File: src/design/json_token_classifier_unit_assert.svh
// Assertion macros shared by the json token classifier RTL.
`ifndef JSON_TOKEN_CLASSIFIER_UNIT_ASSERT_SVH
`define JSON_TOKEN_CLASSIFIER_UNIT_ASSERT_SVH

// Same-cycle implication, checked at every rising edge outside reset.
`define JTC_ASSERT_NOW(lbl, ante, cons, msg) \
    lbl: assert property (@(posedge clk) disable iff (!rst_n) (ante) |-> (cons)) \
        else $error(msg);

// Next-cycle implication, checked at every rising edge outside reset.
`define JTC_ASSERT_NEXT(lbl, ante, cons, msg) \
    lbl: assert property (@(posedge clk) disable iff (!rst_n) (ante) |=> (cons)) \
        else $error(msg);

`endif

File: src/design/jtc_pkg.sv
// Shared types, character codes and helper functions of the json token classifier.
`default_nettype none

package jtc_pkg;

    typedef enum logic [3:0] {
        TK_INVALID  = 4'd0,
        TK_NULL     = 4'd1,
        TK_TRUE     = 4'd2,
        TK_FALSE    = 4'd3,
        TK_LBRACE   = 4'd4,
        TK_RBRACE   = 4'd5,
        TK_LBRACKET = 4'd6,
        TK_RBRACKET = 4'd7,
        TK_COMMA    = 4'd8,
        TK_NUMBER   = 4'd9,
        TK_STRING   = 4'd10
    } token_kind_t;

    typedef enum logic [3:0] {
        NS_START   = 4'd0,
        NS_MINUS   = 4'd1,
        NS_INT     = 4'd2,
        NS_FRAC    = 4'd3,
        NS_EXP     = 4'd4,
        NS_EXPSIGN = 4'd5,
        NS_EXPDIG  = 4'd6,
        NS_DEAD    = 4'd7
    } num_state_t;

    // Per-term tracking: characters seen (saturating), live keywords, number check.
    typedef struct packed {
        logic [2:0] pos;
        logic [2:0] alive;
        num_state_t num;
    } term_state_t;

    localparam term_state_t TERM_BEGIN = '{pos: 3'd0, alive: 3'b111, num: NS_START};

    localparam logic [7:0] CH_LBRACE   = 8'h7B;
    localparam logic [7:0] CH_RBRACE   = 8'h7D;
    localparam logic [7:0] CH_LBRACKET = 8'h5B;
    localparam logic [7:0] CH_RBRACKET = 8'h5D;
    localparam logic [7:0] CH_COMMA    = 8'h2C;
    localparam logic [7:0] CH_QUOTE    = 8'h22;
    localparam logic [7:0] CH_MINUS    = 8'h2D;
    localparam logic [7:0] CH_PLUS     = 8'h2B;
    localparam logic [7:0] CH_DOT      = 8'h2E;
    localparam logic [7:0] CH_EXP      = 8'h65;

    function automatic logic is_ws(input logic [7:0] c);
        return (c == 8'h20) || (c inside {[8'h09:8'h0D]});
    endfunction

    function automatic logic is_digit(input logic [7:0] c);
        return c inside {[8'h30:8'h39]};
    endfunction

    function automatic logic [7:0] to_lower(input logic [7:0] c);
        return (c inside {[8'h41:8'h5A]}) ? (c + 8'h20) : c;
    endfunction

    function automatic logic [7:0] kw_null_char(input logic [1:0] i);
        logic [7:0] r;
        case (i)
            2'd0:    r = 8'h6E;
            2'd1:    r = 8'h75;
            default: r = 8'h6C;
        endcase
        return r;
    endfunction

    function automatic logic [7:0] kw_true_char(input logic [1:0] i);
        logic [7:0] r;
        case (i)
            2'd0:    r = 8'h74;
            2'd1:    r = 8'h72;
            2'd2:    r = 8'h75;
            default: r = 8'h65;
        endcase
        return r;
    endfunction

    function automatic logic [7:0] kw_false_char(input logic [2:0] i);
        logic [7:0] r;
        case (i)
            3'd0:    r = 8'h66;
            3'd1:    r = 8'h61;
            3'd2:    r = 8'h6C;
            3'd3:    r = 8'h73;
            3'd4:    r = 8'h65;
            default: r = 8'h66;
        endcase
        return r;
    endfunction

endpackage

`default_nettype wire

File: src/design/jtc_term_check.sv
// Term tracker: keyword match, number recognizer step and final classification.
`default_nettype none

module jtc_term_check (
    input  wire logic [7:0]           ch,
    input  wire jtc_pkg::term_state_t term_in,
    output jtc_pkg::term_state_t      term_out,
    output jtc_pkg::token_kind_t      kind
);
    import jtc_pkg::*;

    logic [7:0] lc;
    logic       dg;

    assign lc = to_lower(ch);
    assign dg = is_digit(ch);

    // Advance the term by one character.
    always_comb
    begin
        term_out = term_in;
        if (!((term_in.pos < 3'd4) && (lc == kw_null_char(term_in.pos[1:0]))))
            term_out.alive[0] = 1'b0;
        if (!((term_in.pos < 3'd4) && (lc == kw_true_char(term_in.pos[1:0]))))
            term_out.alive[1] = 1'b0;
        if (!((term_in.pos < 3'd5) && (lc == kw_false_char(term_in.pos))))
            term_out.alive[2] = 1'b0;
        if (term_in.pos < 3'd7)
            term_out.pos = term_in.pos + 3'd1;

        case (term_in.num)
            NS_START:
                term_out.num = (ch == CH_MINUS) ? NS_MINUS : (dg ? NS_INT : NS_DEAD);
            NS_MINUS:
                term_out.num = dg ? NS_INT : NS_DEAD;
            NS_INT:
                term_out.num = dg ? NS_INT : (ch == CH_DOT) ? NS_FRAC :
                               (lc == CH_EXP) ? NS_EXP : NS_DEAD;
            NS_FRAC:
                term_out.num = dg ? NS_FRAC : (lc == CH_EXP) ? NS_EXP : NS_DEAD;
            NS_EXP:
                term_out.num = dg ? NS_EXPDIG :
                               ((ch == CH_PLUS) || (ch == CH_MINUS)) ? NS_EXPSIGN : NS_DEAD;
            NS_EXPSIGN, NS_EXPDIG:
                term_out.num = dg ? NS_EXPDIG : NS_DEAD;
            default:
                term_out.num = NS_DEAD;
        endcase
    end

    // Classify the term as it stands; keywords win over the number check.
    always_comb
    begin
        if (term_in.alive[0] && (term_in.pos == 3'd4))
            kind = TK_NULL;
        else if (term_in.alive[2] && (term_in.pos == 3'd5))
            kind = TK_FALSE;
        else if (term_in.alive[1] && (term_in.pos == 3'd4))
            kind = TK_TRUE;
        else if ((term_in.num == NS_INT) || (term_in.num == NS_FRAC) ||
                 (term_in.num == NS_EXPDIG))
            kind = TK_NUMBER;
        else
            kind = TK_INVALID;
    end

endmodule

`default_nettype wire

File: src/design/jtc_scanner.sv
// Scanner: phase state machine and term state, one character per step.
`default_nettype none

module jtc_scanner (
    input  wire logic                 clk,
    input  wire logic                 rst_n,
    input  wire logic                 step,
    input  wire logic [7:0]           ch,
    input  wire logic                 end_marker,
    output logic                      emit,
    output jtc_pkg::token_kind_t      kind
);
    import jtc_pkg::*;

    typedef enum logic [1:0] {
        PH_IDLE   = 2'd0,
        PH_STRING = 2'd1,
        PH_TERM   = 2'd2
    } phase_t;

    phase_t      phase_reg, phase_next;
    term_state_t term_reg, term_next;
    term_state_t feed_in, feed_out;
    token_kind_t term_kind;

    // Idle starts a fresh term; inside a term keep feeding the running one.
    assign feed_in = (phase_reg == PH_TERM) ? term_reg : TERM_BEGIN;

    jtc_term_check u_term (
        .ch       (ch),
        .term_in  (feed_in),
        .term_out (feed_out),
        .kind     (term_kind)
    );

    always_comb
    begin
        phase_next = phase_reg;
        term_next  = term_reg;
        emit       = 1'b0;
        kind       = TK_INVALID;
        case (phase_reg)
            PH_STRING:
            begin
                if (end_marker)
                begin
                    phase_next = PH_IDLE;
                    emit       = 1'b1;
                end
                else if (ch == CH_QUOTE)
                begin
                    phase_next = PH_IDLE;
                    emit       = 1'b1;
                    kind       = TK_STRING;
                end
            end
            PH_TERM:
            begin
                if (end_marker || is_ws(ch))
                begin
                    phase_next = PH_IDLE;
                    term_next  = TERM_BEGIN;
                    emit       = 1'b1;
                    kind       = term_kind;
                end
                else
                    term_next = feed_out;
            end
            default:
            begin
                phase_next = PH_IDLE;
                if (end_marker)
                    emit = 1'b1;
                else if (!is_ws(ch))
                begin
                    case (ch)
                        CH_LBRACE:   begin emit = 1'b1; kind = TK_LBRACE;   end
                        CH_RBRACE:   begin emit = 1'b1; kind = TK_RBRACE;   end
                        CH_LBRACKET: begin emit = 1'b1; kind = TK_LBRACKET; end
                        CH_RBRACKET: begin emit = 1'b1; kind = TK_RBRACKET; end
                        CH_COMMA:    begin emit = 1'b1; kind = TK_COMMA;    end
                        CH_QUOTE:    phase_next = PH_STRING;
                        default:
                        begin
                            phase_next = PH_TERM;
                            term_next  = feed_out;
                        end
                    endcase
                end
            end
        endcase
    end

    always_ff @(posedge clk or negedge rst_n)
    begin
        if (!rst_n)
        begin
            phase_reg <= PH_IDLE;
            term_reg  <= TERM_BEGIN;
        end
        else if (step)
        begin
            phase_reg <= phase_next;
            term_reg  <= term_next;
        end
    end

endmodule

`default_nettype wire

File: src/design/json_token_classifier_unit.sv
// Top level of the json token classifier: input register, scanner, result register.
//
// Usage:
//  - Input channel (in_valid / in_stall) carries one character per item in
//    char_code; end_marker = 1 marks end of stream and the character is ignored.
//  - Output channel (out_valid / out_stall) carries one token_kind per result:
//    0 invalid, 1 null, 2 true, 3 false, 4 '{', 5 '}', 6 '[', 7 ']',
//    8 comma, 9 number, 10 string. An item yields zero or one result.
//  - Path: an accepted item is held in the input register, scanned
//    combinationally from it, and its result is written to the result
//    register, which drives out_valid until the result is taken.
//  - Throughput: one item per cycle, set by the single scanner step between
//    the input register and the result register, except while in_stall is high.
//  - Stall: while a result waits under out_stall, an input item is still
//    taken into the input register; in_stall rises only when that register
//    holds an item that has a result to deliver and the result slot is busy.
//    Items that give no result (whitespace, string body, term characters)
//    pass through even while the output stalls.
//  - Reset (rst_n low, asynchronous): both registers empty, scanner idle
//    skipping whitespace with a fresh term.
`default_nettype none

module json_token_classifier_unit (
    input  wire logic       clk,
    input  wire logic       rst_n,
    input  wire logic       in_valid,
    output logic            in_stall,
    input  wire logic [7:0] char_code,
    input  wire logic       end_marker,
    output logic            out_valid,
    input  wire logic       out_stall,
    output logic [3:0]      token_kind
);
    import jtc_pkg::*;

    `include "json_token_classifier_unit_assert.svh"

    logic        in_valid_reg, in_valid_next;
    logic [7:0]  char_reg;
    logic        end_reg;
    logic        out_valid_reg, out_valid_next;
    token_kind_t kind_reg;

    logic        emit;
    token_kind_t kind;
    logic        out_free;
    logic        s1_go;
    logic        in_take;

    jtc_scanner u_scan (
        .clk        (clk),
        .rst_n      (rst_n),
        .step       (s1_go),
        .ch         (char_reg),
        .end_marker (end_reg),
        .emit       (emit),
        .kind       (kind)
    );

    // Result slot frees when empty or when its result is taken this cycle.
    assign out_free = !out_valid_reg || !out_stall;
    // Advance the held item unless it has a result and nowhere to put it.
    assign s1_go    = in_valid_reg && (!emit || out_free);
    assign in_stall = in_valid_reg && !s1_go;
    assign in_take  = in_valid && !in_stall;

    always_comb
    begin
        in_valid_next = in_valid_reg;
        if (in_take)
            in_valid_next = 1'b1;
        else if (s1_go)
            in_valid_next = 1'b0;

        out_valid_next = out_valid_reg;
        if (s1_go && emit)
            out_valid_next = 1'b1;
        else if (out_free)
            out_valid_next = 1'b0;
    end

    always_ff @(posedge clk or negedge rst_n)
    begin
        if (!rst_n)
        begin
            in_valid_reg  <= 1'b0;
            out_valid_reg <= 1'b0;
        end
        else
        begin
            in_valid_reg  <= in_valid_next;
            out_valid_reg <= out_valid_next;
        end
    end

    // Payload: load the character on handshake and the kind when a result is emitted, hold otherwise.
    always_ff @(posedge clk)
    begin
        if (in_take)
        begin
            char_reg <= char_code;
            end_reg  <= end_marker;
        end
        if (s1_go && emit)
            kind_reg <= kind;
    end

    assign out_valid  = out_valid_reg;
    assign token_kind = kind_reg;

    `JTC_ASSERT_NOW(a_no_overwrite, out_valid_reg && out_stall, !(s1_go && emit),
        "result register overwritten while stalled")
    `JTC_ASSERT_NOW(a_end_emits, s1_go && end_reg, emit,
        "end of stream passed without a token")
    `JTC_ASSERT_NOW(a_kind_range, out_valid_reg, kind_reg <= TK_STRING,
        "token kind out of range")
    `JTC_ASSERT_NEXT(a_emit_lands, s1_go && emit, out_valid_reg,
        "emitted token did not reach the result register")

endmodule

`default_nettype wire

File: config.mk
export PLATFORM = sky130hd
export DESIGN_NAME = json_token_classifier_unit
export DESIGN_NICKNAME = d
export VERILOG_FILES = /design/src/design/jtc_pkg.sv /design/src/design/jtc_term_check.sv /design/src/design/jtc_scanner.sv /design/src/design/json_token_classifier_unit.sv
export VERILOG_INCLUDE_DIRS = /design/src /design/src/design
export SDC_FILE = /design/constraint.sdc
export NUM_CORES = 1
export LEC_CHECK = 0
export ABC_AREA = 1
export BUFFER_PORTS_ARGS = -buffer_cell sky130_fd_sc_hd__buf_2
export CAP_MARGIN = 5
export CORE_UTILIZATION = 65
export CTS_CLUSTER_DIAMETER = 30
export DETAILED_ROUTE_END_ITERATION = 12
export HOLD_SLACK_MARGIN = 0.12
export PLACE_DENSITY_LB_ADDON = 0.15
export SETUP_SLACK_MARGIN = 0.2
export SYNTH_ARGS = -nofsm -noshare
export SYNTH_HDL_FRONTEND = slang
export SYNTH_SLANG_ARGS = --single-unit
File: constraint.sdc
create_clock -name clk -period 3.9 [get_ports clk]
set_clock_uncertainty 0.2 [all_clocks]
set_input_delay 0.78 -clock clk [delete_from_list [all_inputs] [get_ports clk]]
set_output_delay 0.78 -clock clk [all_outputs]
set_load 0.02 [all_outputs]
== After elaboration in Yosys (flattened, before gate mapping) ==
Index checks and enable logic that the tools add are counted.
W data, S select, Z words.

* Register bits: 27
* Output and inout bits: 6
* Logic and storage cells: 142

* Add/sub/neg operators: 2
* Order comparisons: 9
* Equal/unequal tests: 34
* Multiplexer cells: 53
* Bitwise operators: 1
* Reduce and logical (&&, ||, !) cells: 34

{| class="wikitable"
|+ Operator list
! cell !! count
|-
| $mux W10 || 5
|-
| $eq A8 B6 Y1 const B || 6
|-
| $mux W4 || 12
|-
| $eq A8 B7 Y1 const B || 5
|-
| $eq A8 B8 Y1 || 3
|-
| $pmux W4 S6 || 1
|-
| $pmux W10 S2 || 1
|-
| $pmux W4 S5 || 1
|-
| $pmux W5 S4 || 1
|-
| $mux W2 || 8
|-
| $pmux W5 S3 || 1
|-
| $mux W1 || 14
|-
| $logic_and A1 B1 Y1 || 13
|-
| $eq A4 B3 Y1 const B || 3
|-
| $pmux W5 S2 || 1
|-
| $lt A3 B3 Y1 const B || 3
|-
| $mux W3 || 3
|-
| $add A8 B6 Y8 const B || 1
|-
| $eq A4 B2 Y1 const B || 2
|-
| $ge A8 B4 Y1 const B || 1
|-
| $ge A8 B6 Y1 const B || 1
|-
| $ge A8 B7 Y1 const B || 1
|-
| $le A8 B4 Y1 const B || 1
|-
| $le A8 B6 Y1 const B || 1
|-
| 26 further kinds || 44
|}

== Depth between registers and ports, before layout ==
* Word-level depth: 14
* Gate-level depth with buffers: 18

== By module ==
From an unflattened synthesis, not the netlist that was laid out.

* Cell total of the unflattened synthesis: 345
* Area total of the unflattened synthesis: 2334.7 um^2

{| class="wikitable"
|+ By module, submodules not included
! module !! instances !! cells each !! area an instance (um^2)
|-
| jtc_scanner || 1 || 159 || 1022.2
|-
| jtc_term_check || 1 || 160 || 812.0
|-
| json_token_classifier_unit || 1 || 26 || 500.5
|}

== Least setup slack after synthesis ==
Ideal clock, no wire load.

* Kind: register to output
* Start point: register char_reg[4]
* End point: output port in_stall
* Data arrival time: 1.386 ns
* Required time: 2.920 ns
* Path slack: 1.534 ns
* Stages on the path, launching flop included: 11
* Path buffers: 1
* Cell sequence: edfxtp_1 > buf_6 > inv_4 > nand2_4 > nor2_8 > nand2_2 > nand3_4 > nand2_4 > nand2_4 > nand3_1 > inv_1

* Cells in the longest elaborated chain, start to end: 11
* Elaborated cells on any way between the ends: 25

{| class="wikitable"
|+ RTL lines
! what !! line !! source
|-
| start, declared || json_token_classifier_unit.sv:39 || <nowiki>logic [7:0] char_reg;</nowiki>
|-
| start signal, assigned || json_token_classifier_unit.sv:101 || <nowiki>char_reg <= char_code;</nowiki>
|-
| $ge A8 B4 Y1 (tied with other cells) || jtc_pkg.sv:52 || <nowiki>return (c == 8'h20) || (c inside {[8'h09:8'h0D]});</nowiki>
|-
| $logic_and A1 B1 Y1 / $reduce_or A5 Y1 (equally long branches) || - ||
|-
| $logic_or A1 B1 Y1 / $mux W1 (equally long branches) || jtc_pkg.sv:52, jtc_scanner.sv:76 ||
|-
| $mux W1 / $logic_or A1 B1 Y1 (equally long branches) || jtc_scanner.sv:74, jtc_scanner.sv:59 ||
|-
| $mux W1, on equally long branches || jtc_scanner.sv:72, jtc_scanner.sv:59 ||
|-
| $pmux W1 S2 (*) || jtc_scanner.sv:42 || <nowiki>case (phase_reg)</nowiki>
|-
| $logic_not A1 Y1 (*) || json_token_classifier_unit.sv:63 || <nowiki>assign s1_go = in_valid_reg && (!emit || out_free);</nowiki>
|-
| $logic_or A1 B1 Y1 (*) || json_token_classifier_unit.sv:63 ||
|-
| $logic_and A1 B1 Y1 (*) || json_token_classifier_unit.sv:63 ||
|-
| $logic_not A1 Y1 (*) || json_token_classifier_unit.sv:64 || <nowiki>assign in_stall = in_valid_reg && !s1_go;</nowiki>
|-
| $logic_and A1 B1 Y1 (*) || json_token_classifier_unit.sv:64 ||
|-
| end, declared || json_token_classifier_unit.sv:27 || <nowiki>output logic in_stall,</nowiki>
|}

Mark *: on every way between the ends. The rest lies on a longest branch, timed or not.

== Worst setup path in the final report ==
Ends and elaborated chain as after synthesis.

==> run_results.csv <==
group,metric,value,unit
route,drt_iter0_markers,154,
timing,fin_crit_sh,0.769,
layout,multi_input_area,1200,um^2
timing,setup_viol,0,
critical_path,worst_setup_path_start_kind,"flop",
critical_path,critical-path-max-stage-delay,570,ps
floorplanning,dieArea,3590,um^2
timing,fmax,333,MHz
place,placed_area,2250,um^2
route,vias,1988,
place,dp_hpwl,3670,um
floorplanning,dieHeight,59.9,um
clock_network,postCtsResizedCells,0,
timing,worst_pin_slew,392,ps
clock_network,clock_latency,330,ps
timing,hold_violations,0,
timing,min_period,3000,ps
global_routing,groute.usage.overall,0.281,
logic_synthesis,synth.net_count,329,
floorplanning,core_area,3130,um^2
critical_path,crit_arrival,2020,ps
layout,seqCellArea,719,um^2
timing,whs,291,ps
power,peakVddDrop,0.320,mV
clock_network,cts_max_path_buffers,2,
timing,slew_viol_final,0,
global_routing,grt_pass1_wl,7490,um
floorplanning,initial_utilization,0.697,
clock_network,cts_sinks,26,
outcome,status,"completed",
global_routing,grt_pass1_vias,1792,
route,wl,4690,um
clock_network,cts-htree-levels,1,
route,drt_first_pass_iters,5,
layout,nFillCells,273,
timing,relSlewSlack,0.739,
critical_path,crit_chain,"inv_4 -> nand2_4 -> nor2_8 -> nand2_2 -> nand3_4 -> nand2_4 -> nand2_4 -> nand3_1 -> inv_1 -> buf_2",
layout,drive_above_1_share,0.171,
route,viasPerCell,5.45,
hold_path,worstHoldPathType,"reg -> reg",
logic_synthesis,yosysSeqAreaShare,0.330,
floorplanning,fp.dieW,59.9,um
place,portBuffers,18,
power,p_leak,1.20,nW
global_routing,antenna_found_initial,0,
global_routing,grt_overflow,0,
layout,largest_register_ffs,9,
layout,final_area,2310,um^2
clock_network,cts_tree,"done",
global_routing,grt_max_degree,16,
logic_synthesis,ys_types,38,
critical_path,end_kind,"primary output",
layout,syn2layout_area_growth,6.03,%
layout,num_antenna_cells,0,
flow_run,drv_cap,0,
power,total_power,1.15,mW
critical_path,crit_type,"reg -> out",
logic_synthesis,synthCells,305,
logic_synthesis,avgSynthCellArea,7.15,um^2
layout,num-nets-final,346,
timing,rsz0062_at_grt,"no",
floorplanning,io_pins,19,
route,wl_per_cell,12.9,um
timing,setup_ws,900,ps
clock_network,clkTransAtPathRegs,150,ps
route,ant_nets,0,
floorplanning,num_rows,20,
clock_network,cts_buffers,3,
route,drc,0,
logic_synthesis,yosys_warnings,0,
critical_path,slowest_stage,"edfxtp_1",
timing,tns,0,ps
logic_synthesis,ys_seq_elements,26,
power,powerDensity,496,nW/um^2
critical_path,cp.required,2920,ps
logic_synthesis,synthesis.area,2180,um^2
place,place_ws,1280,ps
critical_path,worstPathMaxFanout,9,
critical_path,worst_path_most_repeated_cell,"nand2_4",
clock_network,cts_root_buf,"clkbuf_4",
place,place_congestion,0.903,
## cells by family (layout without fill, tap and decap cells)
logic type               Yosys count  count (layout)  synth area share
AND/OR/NAND/NOR                  174             174             0.379
buffers and inverters             54              70             0.119
AO/OA/AOI/OAI                     39              39             0.105
flip-flops                        26              26             0.330
adder cells (fa/ha/maj)           11              11            0.0631
XOR/XNOR                           1               1           0.00402
## final timing paths
kind,slack [ps],depth (start not counted),endpoint,from
max,900,10,in_stall,char_reg[4]
min in group asynchronous,650,2,u_scan.term_reg[0],rst_n
min reg2reg,290,2,u_scan.term_reg[9],u_scan.term_reg[9]
max in group asynchronous,2560,2,u_scan.term_reg[5],rst_n
max reg2reg,1260,16,u_scan.term_reg[6],u_scan.phase_reg[0]
min,290,2,u_scan.term_reg[9],u_scan.term_reg[9]
## layout by cell type (no fill, tap or decap), types with 4 or more instances in the layout
| master | count |
|---|---|
| ha_1 | 11 |
| nand2_4 | 5 |
| inv_1 | 37 |
| edfxtp_1 | 13 |
| nand3_1 | 17 |
| inv_2 | 6 |
| dfrtp_1 | 10 |
| nand2_1 | 96 |
| nor3_1 | 6 |
| nand2_2 | 4 |
| o21ai_0 | 19 |
| o21ai_2 | 4 |
| a21oi_1 | 8 |
| nor2_1 | 30 |
| buf_2 | 18 |
## metal layers
layer / track usage / up-vias / part of all wire
met5: 0 / - / 0
met4: 0.103 / 0 / 0.017
met3: 0.0325 / 9 / 0.053
met2: 0.462 / 65 / 0.48
met1: 0.379 / 906 / 0.45
li1: - / 1008 / -
## report_power, final
part,switching (mW),internal (mW),total [mW]
Sequential,0.0644,0.369,0.433
Clock,0.0839,0.0784,0.162
Combinational,0.358,0.191,0.550
## per-stage QoR
| step | util | std cells |
|---|---|---|
| 2_1_floorplan | - | 305 |
| 3_3_place_gp | 0.720 | 360 |
| 3_5_place_dp | 0.720 | 360 |
| 4_1_cts | 0.739 | 365 |
| 5_1_grt | 0.739 | 365 |
| 6_report | 0.739 | 365 |
## synthesized netlist by cell type (all sizes together)
library cell	count	share of area
a31oi	1	0.0029
dfrtp	10	0.11
edfxtp	13	0.18
nand2	105	0.20
nor4	2	0.0057
o211ai	3	0.010
buf	8	0.036
clkinv	1	0.0017
dfstp	3	0.036
and3	2	0.0057
o22ai	1	0.0029
o21bai	1	0.0034
nor2	33	0.073
nor3	6	0.014
o21ai	23	0.060
o2111ai	1	0.0040
a22oi	1	0.0034
nand4	4	0.014
inv	45	0.081
nand3	21	0.061
xor2	1	0.0040
ha	11	0.063
nor2b	1	0.0029
a21oi	8	0.018
## critical path, delay by kind of cell, from the launching register on
| kind | cells | cell delay (ps) |
|---|---|---|
| buf+inv | 3 | 350 |
| flops | 1 | 570 |
| simple gates | 7 | 760 |
## cell type report
cell class	instances	area share
Clock buffer	4	0.0206
Inverter	46	0.0780
Multi-Input combinational cell	225	0.520
Sequential cell	26	0.311
Tap cell	44	0.0238
Timing Repair Buffer	20	0.0466
## repair_timing
item                                   4_1_cts  5_1_grt
hold buffers                                 1        0
endpoints found under the hold margin        9        0
setup buffers                                0        0
Power figures use the tool's default switching activity.
